===== src/rtl/tqc_pkg.sv =====
// Package for the two-queue cache replacement block: sizes, queue codes, outcome codes
// and the per-access plan type. Used by two_queue_cache_policy; tqc_ram does not import it.
`timescale 1ns / 1ps
package tqc_pkg;

  localparam int Capacity = 64;
  localparam int KeyBits  = 32;
  localparam int AddrW    = $clog2(Capacity);
  localparam int AgeW     = AddrW;
  localparam int CntW     = AddrW + 1;
  localparam int CfgW     = 7;
  localparam int EffW     = (CntW > CfgW) ? CntW : CfgW;
  localparam int MetaW    = AgeW + 2;

  localparam logic [CfgW-1:0] CacheSizeReset = CfgW'(64);

  typedef enum logic [1:0] {
    QEmpty = 2'd0,
    QMain  = 2'd1,
    QEntry = 2'd2,
    QGhost = 2'd3
  } queue_e;

  localparam logic [1:0] OutNew   = 2'd0;
  localparam logic [1:0] OutGhost = 2'd1;
  localparam logic [1:0] OutEntry = 2'd2;
  localparam logic [1:0] OutMain  = 2'd3;

  // What the write-back sweep does to each slot for one access.
  typedef struct packed {
    logic [1:0]      kind;
    logic [AddrW-1:0] s_idx;
    logic [AgeW-1:0] s_age;
    queue_e          s_q;
    logic            ev_a_v;
    logic [AddrW-1:0] ev_a_idx;
    logic            ev_b_v;
    logic [AddrW-1:0] ev_b_idx;
    logic            b_to_ghost;
    logic            new_v;
    logic [AddrW-1:0] new_idx;
    queue_e          ins_q;
    logic            bump_ghost;
    logic            m_pos;
  } plan_t;

endpackage


===== src/rtl/two_queue_cache_policy.sv =====
// Top level of the 2Q cache replacement block: control sequencer around a key RAM and
// a queue/age RAM. Depends on tqc_pkg and tqc_ram.
//
// Usage: raise start with a page key while busy is low; the transaction is taken on that
// edge and busy rises. The block then scans all Capacity slots through the memories to
// find the key, the queue fill levels, the oldest slot of each queue and the first free
// slot, settles the plan in the SDecide state, and sweeps all slots again to rewrite
// queue and age, and the key of an inserted page. done_o is high for exactly one cycle
// with hit_o, outcome_o and hit_total_o; busy is already low in that cycle. A new access
// is taken only after both passes over the single read port of each memory are through.
// The result cannot be stalled: it is shown once and must be sampled then.
// After reset, and after every write of cache_size, a clearing pass empties the queue memory
// and the hit count is zeroed; busy is high meanwhile. cache_size is written through
// cfg_we_i / cfg_data_i, by the user only while the block is idle; the block does not enforce it.
module two_queue_cache_policy (
  input  logic                    clk_i,
  input  logic                    rst_ni,
  input  logic                    start,
  output logic                    busy,
  input  logic [31:0]             page_key_i,
  input  logic                    cfg_we_i,
  input  logic [tqc_pkg::CfgW-1:0] cfg_data_i,
  output logic                    done_o,
  output logic                    hit_o,
  output logic [1:0]              outcome_o,
  output logic [31:0]             hit_total_o
);
  import tqc_pkg::*;

  typedef enum logic [4:0] {
    SClear  = 5'b00001,
    SIdle   = 5'b00010,
    SScan   = 5'b00100,
    SDecide = 5'b01000,
    SUpdate = 5'b10000
  } state_e;

  state_e state_q, state_d;
  logic [CntW-1:0]  cnt_q, cnt_d;
  logic             rd_v_q;
  logic [AddrW-1:0] rd_idx_q;
  logic [CfgW-1:0]  cache_size_q;
  logic [KeyBits-1:0] key_q;
  logic [31:0]      hit_cnt_q;
  logic             hit_q, done_q;
  logic [1:0]       outcome_q;
  plan_t            plan_q;

  // Scan results.
  logic             match_v_q;
  logic [AddrW-1:0] match_idx_q;
  queue_e           match_q_q;
  logic [AgeW-1:0]  match_age_q;
  logic [CntW-1:0]  cnt_main_q, cnt_entry_q, cnt_ghost_q;
  logic             om_v_q, oe_v_q, og_v_q, fe_v_q;
  logic [AddrW-1:0] om_idx_q, oe_idx_q, og_idx_q, fe_idx_q;
  logic [AgeW-1:0]  om_age_q, oe_age_q, og_age_q;

  logic             issue;
  logic [AddrW-1:0] raddr;
  logic [KeyBits-1:0] key_rd;
  logic [MetaW-1:0] meta_rd, meta_wd;
  logic             meta_we, key_we;
  logic [AddrW-1:0] meta_wa;
  queue_e           rq;
  logic [AgeW-1:0]  ra;
  logic             accept;

  assign accept = start && !busy;
  assign issue  = (cnt_q < CntW'(Capacity));
  assign raddr  = cnt_q[AddrW-1:0];
  assign rq     = queue_e'(meta_rd[MetaW-1:AgeW]);
  assign ra     = meta_rd[AgeW-1:0];

  tqc_ram #(.Width(KeyBits), .Depth(Capacity)) u_key_ram (
    .clk_i   (clk_i),
    .we_i    (key_we),
    .waddr_i (rd_idx_q),
    .wdata_i (key_q),
    .raddr_i (raddr),
    .rdata_o (key_rd)
  );

  tqc_ram #(.Width(MetaW), .Depth(Capacity)) u_meta_ram (
    .clk_i   (clk_i),
    .we_i    (meta_we),
    .waddr_i (meta_wa),
    .wdata_i (meta_wd),
    .raddr_i (raddr),
    .rdata_o (meta_rd)
  );

  // Per-slot rewrite during the update sweep.
  queue_e          nq;
  logic [AgeW-1:0] na;
  always_comb begin
    nq = rq;
    na = ra;
    case (plan_q.kind)
      OutMain, OutEntry: begin
        if (rd_idx_q == plan_q.s_idx) begin
          nq = plan_q.s_q;
          na = '0;
        end else if (rq == plan_q.s_q && ra < plan_q.s_age) begin
          na = ra + AgeW'(1);
        end
      end
      OutGhost: begin
        if (rd_idx_q == plan_q.s_idx) begin
          nq = plan_q.m_pos ? QMain : QEmpty;
          na = '0;
        end else if (plan_q.ev_a_v && rd_idx_q == plan_q.ev_a_idx) begin
          nq = QEmpty;
          na = '0;
        end else if (rq == QGhost && ra > plan_q.s_age) begin
          na = ra - AgeW'(1);
        end else if (rq == QMain && plan_q.m_pos) begin
          na = ra + AgeW'(1);
        end
      end
      default: begin
        if (plan_q.new_v && rd_idx_q == plan_q.new_idx) begin
          nq = plan_q.ins_q;
          na = '0;
        end else if (plan_q.ev_a_v && rd_idx_q == plan_q.ev_a_idx) begin
          nq = QEmpty;
          na = '0;
        end else if (plan_q.ev_b_v && rd_idx_q == plan_q.ev_b_idx) begin
          nq = plan_q.b_to_ghost ? QGhost : QEmpty;
          na = '0;
        end else if (plan_q.bump_ghost && rq == QGhost) begin
          na = ra + AgeW'(1);
        end else if (plan_q.new_v && rq == plan_q.ins_q) begin
          na = ra + AgeW'(1);
        end
      end
    endcase
  end

  always_comb begin
    meta_we = 1'b0;
    meta_wa = rd_idx_q;
    meta_wd = {nq, na};
    key_we  = 1'b0;
    if (state_q == SClear) begin
      meta_we = issue;
      meta_wa = raddr;
      meta_wd = {QEmpty, AgeW'(0)};
    end else if (state_q == SUpdate) begin
      meta_we = rd_v_q;
      key_we  = rd_v_q && plan_q.new_v && plan_q.kind == OutNew
                && rd_idx_q == plan_q.new_idx;
    end
  end

  // Queue split and the plan for this access.
  logic [EffW-1:0] eff, m_sz, e_sz, g_sz;
  logic            lru;
  plan_t           plan_d;
  logic            do_e, ev_g, mv_e, ev_m;
  logic            hit_d;
  logic [1:0]      outcome_d;
  always_comb begin
    eff  = (EffW'(cache_size_q) > EffW'(Capacity)) ? EffW'(Capacity) : EffW'(cache_size_q);
    lru  = (eff <= EffW'(3));
    m_sz = lru ? eff : (eff >> 1);
    e_sz = lru ? '0 : ((eff - m_sz) >> 1);
    g_sz = eff - m_sz - e_sz;
    ev_m = (EffW'(cnt_main_q) >= m_sz) && om_v_q;
    do_e = (EffW'(cnt_entry_q) >= e_sz);
    ev_g = do_e && (EffW'(cnt_ghost_q) >= g_sz) && og_v_q;
    mv_e = do_e && oe_v_q;

    plan_d            = '0;
    plan_d.s_idx      = match_idx_q;
    plan_d.s_age      = match_age_q;
    plan_d.s_q        = match_q_q;
    plan_d.m_pos      = (m_sz != '0);
    plan_d.ins_q      = QMain;
    hit_d             = 1'b0;
    if (match_v_q && match_q_q == QMain) begin
      plan_d.kind = OutMain;
      hit_d       = 1'b1;
    end else if (match_v_q && match_q_q == QEntry) begin
      plan_d.kind = OutEntry;
      hit_d       = 1'b1;
    end else if (match_v_q) begin
      plan_d.kind     = OutGhost;
      plan_d.ev_a_v   = ev_m;
      plan_d.ev_a_idx = om_idx_q;
    end else if (lru) begin
      plan_d.kind     = OutNew;
      plan_d.ev_a_v   = ev_m && plan_d.m_pos;
      plan_d.ev_a_idx = om_idx_q;
      plan_d.new_v    = plan_d.m_pos && (fe_v_q || plan_d.ev_a_v);
      plan_d.new_idx  = fe_v_q ? fe_idx_q : om_idx_q;
      if (plan_d.ev_a_v && fe_v_q && om_idx_q < fe_idx_q) begin
        plan_d.new_idx = om_idx_q;
      end
    end else begin
      plan_d.kind       = OutNew;
      plan_d.ins_q      = QEntry;
      plan_d.ev_a_v     = ev_g;
      plan_d.ev_a_idx   = og_idx_q;
      plan_d.ev_b_v     = mv_e;
      plan_d.ev_b_idx   = oe_idx_q;
      plan_d.b_to_ghost = (g_sz != '0);
      plan_d.bump_ghost = mv_e && (g_sz != '0);
      // First free slot after the evictions: the lowest of all candidates.
      plan_d.new_v      = fe_v_q;
      plan_d.new_idx    = fe_idx_q;
      if (ev_g && (!plan_d.new_v || og_idx_q < plan_d.new_idx)) begin
        plan_d.new_v   = 1'b1;
        plan_d.new_idx = og_idx_q;
      end
      if (mv_e && g_sz == '0 && (!plan_d.new_v || oe_idx_q < plan_d.new_idx)) begin
        plan_d.new_v   = 1'b1;
        plan_d.new_idx = oe_idx_q;
      end
      plan_d.new_v = plan_d.new_v && (e_sz != '0);
    end
    outcome_d = plan_d.kind;
  end

  always_comb begin
    state_d = state_q;
    cnt_d   = cnt_q;
    case (state_q)
      SClear: begin
        cnt_d = cnt_q + CntW'(1);
        if (!issue) begin
          state_d = SIdle;
        end
      end
      SIdle: begin
        cnt_d = '0;
        if (accept) begin
          state_d = SScan;
        end
      end
      SScan: begin
        if (issue) begin
          cnt_d = cnt_q + CntW'(1);
        end
        if (rd_v_q && rd_idx_q == AddrW'(Capacity - 1)) begin
          state_d = SDecide;
          cnt_d   = '0;
        end
      end
      SDecide: begin
        state_d = SUpdate;
      end
      SUpdate: begin
        if (issue) begin
          cnt_d = cnt_q + CntW'(1);
        end
        if (rd_v_q && rd_idx_q == AddrW'(Capacity - 1)) begin
          state_d = SIdle;
        end
      end
      default: state_d = SClear;
    endcase
    if (cfg_we_i) begin
      state_d = SClear;
      cnt_d   = '0;
    end
  end

  always_ff @(posedge clk_i or negedge rst_ni) begin
    if (!rst_ni) begin
      state_q      <= SClear;
      cnt_q        <= '0;
      rd_v_q       <= 1'b0;
      cache_size_q <= CacheSizeReset;
      hit_cnt_q    <= '0;
      done_q       <= 1'b0;
    end else begin
      state_q <= state_d;
      cnt_q   <= cnt_d;
      rd_v_q  <= issue && (state_q == SScan || state_q == SUpdate) && !cfg_we_i;
      done_q  <= (state_q == SUpdate) && rd_v_q && rd_idx_q == AddrW'(Capacity - 1);
      if (cfg_we_i) begin
        cache_size_q <= cfg_data_i;
        hit_cnt_q    <= '0;
      end else if (state_q == SDecide && hit_d && hit_cnt_q != '1) begin
        hit_cnt_q <= hit_cnt_q + 32'd1;
      end
    end
  end

  always_ff @(posedge clk_i) begin
    rd_idx_q <= raddr;
    if (accept) begin
      key_q       <= KeyBits'(page_key_i);
      match_v_q   <= 1'b0;
      om_v_q      <= 1'b0;
      oe_v_q      <= 1'b0;
      og_v_q      <= 1'b0;
      fe_v_q      <= 1'b0;
      cnt_main_q  <= '0;
      cnt_entry_q <= '0;
      cnt_ghost_q <= '0;
    end else if (state_q == SScan && rd_v_q) begin
      if (rq != QEmpty && key_rd == key_q) begin
        match_v_q   <= 1'b1;
        match_idx_q <= rd_idx_q;
        match_q_q   <= rq;
        match_age_q <= ra;
      end
      if (rq == QEmpty && !fe_v_q) begin
        fe_v_q   <= 1'b1;
        fe_idx_q <= rd_idx_q;
      end
      if (rq == QMain) begin
        cnt_main_q <= cnt_main_q + CntW'(1);
        if (!om_v_q || ra > om_age_q) begin
          om_v_q   <= 1'b1;
          om_idx_q <= rd_idx_q;
          om_age_q <= ra;
        end
      end
      if (rq == QEntry) begin
        cnt_entry_q <= cnt_entry_q + CntW'(1);
        if (!oe_v_q || ra > oe_age_q) begin
          oe_v_q   <= 1'b1;
          oe_idx_q <= rd_idx_q;
          oe_age_q <= ra;
        end
      end
      if (rq == QGhost) begin
        cnt_ghost_q <= cnt_ghost_q + CntW'(1);
        if (!og_v_q || ra > og_age_q) begin
          og_v_q   <= 1'b1;
          og_idx_q <= rd_idx_q;
          og_age_q <= ra;
        end
      end
    end
    if (state_q == SDecide) begin
      plan_q    <= plan_d;
      hit_q     <= hit_d;
      outcome_q <= outcome_d;
    end
  end

  assign busy        = (state_q != SIdle);
  assign done_o      = done_q;
  assign hit_o       = hit_q;
  assign outcome_o   = outcome_q;
  assign hit_total_o = hit_cnt_q;

  a_state_onehot: assert property (@(posedge clk_i) disable iff (!rst_ni)
    $onehot(state_q)) else $error("state register is not one-hot");

  a_hit_outcome: assert property (@(posedge clk_i) disable iff (!rst_ni)
    done_o |-> (hit_o == outcome_o[1])) else $error("hit flag disagrees with outcome");

  a_done_single: assert property (@(posedge clk_i) disable iff (!rst_ni)
    done_o |=> !done_o) else $error("result strobe held for more than one cycle");

  a_done_idle: assert property (@(posedge clk_i) disable iff (!rst_ni)
    done_o && !$past(cfg_we_i) |-> state_q == SIdle) else $error("result without return to idle");

endmodule


===== src/rtl/tqc_ram.sv =====
// Generic simple dual-port RAM: one write port, one read port with registered read data.
// No dependencies.
`timescale 1ns / 1ps
module tqc_ram #(
  parameter int Width = 8,
  parameter int Depth = 64
) (
  input  logic                     clk_i,
  input  logic                     we_i,
  input  logic [$clog2(Depth)-1:0] waddr_i,
  input  logic [Width-1:0]         wdata_i,
  input  logic [$clog2(Depth)-1:0] raddr_i,
  output logic [Width-1:0]         rdata_o
);

  logic [Width-1:0] mem_q [Depth];

  always_ff @(posedge clk_i) begin
    if (we_i) begin
      mem_q[waddr_i] <= wdata_i;
    end
    rdata_o <= mem_q[raddr_i];
  end

endmodule

===== config.mk =====
export PLATFORM = sky130hd
export DESIGN_NAME = two_queue_cache_policy
export DESIGN_NICKNAME = d
export VERILOG_FILES = /design/src/rtl/tqc_pkg.sv /design/src/rtl/two_queue_cache_policy.sv /design/src/rtl/tqc_ram.sv
export SDC_FILE = /design/constraint.sdc
export NUM_CORES = 2
export LEC_CHECK = 0
export BUFFER_PORTS_ARGS = -buffer_cell sky130_fd_sc_hd__buf_2
export CELL_PAD_IN_SITES_DETAIL_PLACEMENT = 0
export CELL_PAD_IN_SITES_GLOBAL_PLACEMENT = 1
export CORE_UTILIZATION = 51
export DETAILED_ROUTE_END_ITERATION = 7
export HOLD_SLACK_MARGIN = 0.05
export PLACE_DENSITY = 0.87
export SYNTH_ARGS = -nofsm -noshare
export SYNTH_HDL_FRONTEND = slang
export SYNTH_SLANG_ARGS = --single-unit

===== constraint.sdc =====
create_clock -name clk_i -period 7 [get_ports clk_i]
set_input_delay 0 -clock clk_i [delete_from_list [all_inputs] [get_ports clk_i]]
set_output_delay 0 -clock clk_i [all_outputs]
set_load 0.02 [all_outputs]

==> metrics.md <==
| Metric | Value |
|---|---|
| Outcome | complete, no violations |
| Via density | approximately 6.6 |
| Number of H-tree levels | 5 |
| Syn Std Cell Area | between 100000 and 150000 µm² |
| Fin crit period | roughly 6600 ps |
| CP arrival | between 7000 and 8000 ps |
| DR iter-0 viols | between 8000 and 9000 |
| Hpwl dp | approximately 160000 µm |
| Total power draw | about 0.045 W |
| Slowest-stage cell, CP | dfstp_2 |
| Via Count | 55400 |
| Post-route core utilization | 58.3% |
| Fraction of layout instances using a drive strength above 1 | around 29% |
| Worst min path class | in2reg |
| Detailed Routing Iterations Pass 1 | 6 |
| WL final | 283000 µm |
| CP max FO | 10 |
| DRC errors left | 0 |
| Leak Pwr | about 39 nW |
| Clock root buffer | clkbuf_16 |
| Syn nets | roughly 5000 |
| Netlist cell types | 73 |
| PwrDens | 357 nW/µm² |
| # setup viols final | 0 |
| Fin cells | 8360 |
| Slew Viols, Final | 0 |
| Core Rows | 170 |
| Post-route ant nets | 0 |
| Total global-route track usage | 26.2% |
| Min Hold Slack | between 200 and 250 ps |
| Drt wl/cell | between 30 and 40 µm |
| RePlAce Congestion | 0.862 |
| NumNets Final | about 5400 |
| Antenna violations before repair | 18 |
| Die H | 466 µm |
| Chip width | between 400 and 500 µm |
| WS Path Type | reg2reg |
| Clk_skew | between 70 and 80 ps |
| Placed cell count | a little under 8000 |
| Clk sinks | around 2800 |
| Clk slew on worst S/H paths | around 70 ps |
| Layout area overhead | 13.6% |
| Global-route wire length before repair | between 400000 and 500000 µm |
| MaxCap Viol Count | 0 |
| Top cells by area, synth | edfxtp_1 (73%), mux4_2 (17%), dfxtp_1 (1.3%) |
| Relative slew margins | 9.82% |
| Cell taking the most area after synthesis | edfxtp_1 |
| Top cell type's share of synthesized area | between 70% and 80% |
| Total CTS buffers | around 290 |
| GRT Residual Overflow | 0 |
| CTS Buffer Depth | 4 |
| Die footprint | roughly 220000 µm² |
| Peak VDD IR | roughly 320 µV |
| Cells after synthesis | approximately 4900 |
| CP dominant cell by count | and3_1 |
| Final Hold Fails | 0 |
| Post-synth EDFFs | 2691 |
| Core footprint | approximately 210000 µm² |
| Ys async rst share | ~1.9% |
| Least-Margin Pin Slew | around 1300 ps |
| CP Capture Type | flip-flop |
| Synth Flop Type | edfxtp_1 |
| Critical path's largest stage delay | about 600 ps |
| CTS tree | built |
| Largest net degree at the start of global routing | between 100 and 150 |
| Critical Path Source Type | flip-flop |
| # fillers | 14300 |
| Starting Density | between 50% and 60% |
| Seq/Total Area, Yosys | around three quarters |
| Warnings from Yosys | 0 |
| Max Clock Freq | between 150 and 200 MHz |
| Worst-Skew Late Latency | 930 ps |
| Io pins | 80 |
| Buffers on Ports | approximately 80 |
| Most frequent cells in the layout | edfxtp_1 (2691), mux4_2 (840), clkbuf_16 (307), nor2_1 (168), buf_4 (143) |
| Setup tns final | 0 ps |
| Avg Cell Area, Syn | between 20 and 25 µm² |
| Synthesized flop and latch total | around 2800 |
| Crit share post-route | a little over nine tenths |
| Data required time of the critical path | approximately 7700 ps |
| Most common cell after layout, fill and taps aside | edfxtp_1 |
| Vias in the first global route | 55500 |
==> final timing paths <==
path	start	endpoint	slack, ps	cells after the start
setup / recovery	cache_size_q[6]	plan_q[9]	370	31
hold / removal	start	om_v_q	220	5
setup reg to reg	cache_size_q[6]	plan_q[9]	370	31
hold reg to reg	match_idx_q[1]	plan_q[35]	400	0
max in group asynchronous	rst_ni	cnt_q[0]	6080	4
min in group asynchronous	rst_ni	cache_size_q[5]	310	4
==> where the power goes <==
part,internal (W),total [W],switching [W]
registers,0.0191,0.0195,0.000414
logic,0.00438,0.0100,0.00564
clock network,0.00873,0.0151,0.00640
total,0.0322,0.0446,0.0125
==> Yosys cell counts, drive strengths merged, types with 7 or more instances <==
library cell	instances
o211ai	8
nor2	234
mux4	840
ha	79
a21oi	41
or2	7
or3	10
o21ai	33
mux2i	23
clkbuf	144
nand2	111
a21o	22
mux2	8
nor2b	15
and4	11
nor4	13
nand2b	19
buf	90
nand4	35
and2	11
xnor2	53
dfxtp	72
edfxtp	2691
xor2	75
nor3	13
nand3	43
dfrtp	51
and3	19
inv	53
==> per-stage QoR <==
stage / cell area, µm² / worst slack (ps)
floorplan: 110000 / 133
global placement: 115000 / 191
detailed placement: 115000 / 59.5
CTS: 125000 / 43.8
global route: 125000 / -14.1
finish: 125000 / 368
==> cells by family after synthesis <==
| group | after synthesis | synth area share [%] |
|---|---|---|
| AOI/OAI and AO/OA | 164 | 1.01 |
| xor gates and xnor gates | 128 | 1.03 |
| adders and majority gates | 81 | 0.935 |
| buffers and inverters | 287 | 1.07 |
| DFF | 2816 | 76.0 |
| muxes | 871 | 17.5 |
| other | 1 | 0.00341 |
| and+or+nand+nor | 563 | 2.44 |
==> layout make-up <==
| class | instances | area, µm² | area share (%) |
|---|---|---|---|
| multi-input cells | 1808 | 25800 | 20.7 |
| repair buffers | 323 | 2570 | 2.06 |
| inverters | 53 | 199 | 0.159 |
| well taps | 2838 | 3550 | 2.84 |
| clock buffers | 366 | 7980 | 6.39 |
| clock inverters | 147 | 1170 | 0.935 |
| diodes | 9 | 22.5 | 0.0180 |
| flip-flops and latches | 2816 | 83600 | 66.9 |
==> registers in the layout (all words and copies together), names as in the netlist, 7 cells and up <==
register / flops
hit_total_o: 32
cnt_ghost_q: 7
plan_q: 42
u_meta_ram.mem_q: 512
u_key_ram.mem_q: 2048
u_key_ram.rdata_o: 32
cnt_entry_q: 7
cnt_main_q: 7
cache_size_q: 7
cnt_q: 7
key_q: 32
u_meta_ram.rdata_o: 8
==> critical path, delay by kind of cell, from the launching register on <==
family	cells	cell delay, ps
compound gates	11	2130
simple gates	9	1430
fa+ha+maj	5	1390
flops	1	600
buf+inv	4	550
mux	2	250
==> routing by layer <==
metal	part of all wire [%]	wire length, µm	GRT usage, %	vias to the layer above
li1	-	-	-	21400
met1	35	99300	34.9	29100
met2	49	138000	41.8	4324
met3	12	34900	6.95	635
met4	4.0	11400	9.77	8
met5	0.021	60	0	-
==> repair_timing <==
| item | 4_1_cts | 5_1_grt |
|---|---|---|
| cloned | 0 | 0 |
| hold buffers | 91 | 0 |
| hold endpoints to repair | 147 | 0 |
| pin swaps | 1 | 7 |
| resized for setup | 0 | 23 |
| setup buffers | 0 | 4 |
| endpoints found under the setup margin | 1 | 6 |
Power figures use the tool's default switching activity.
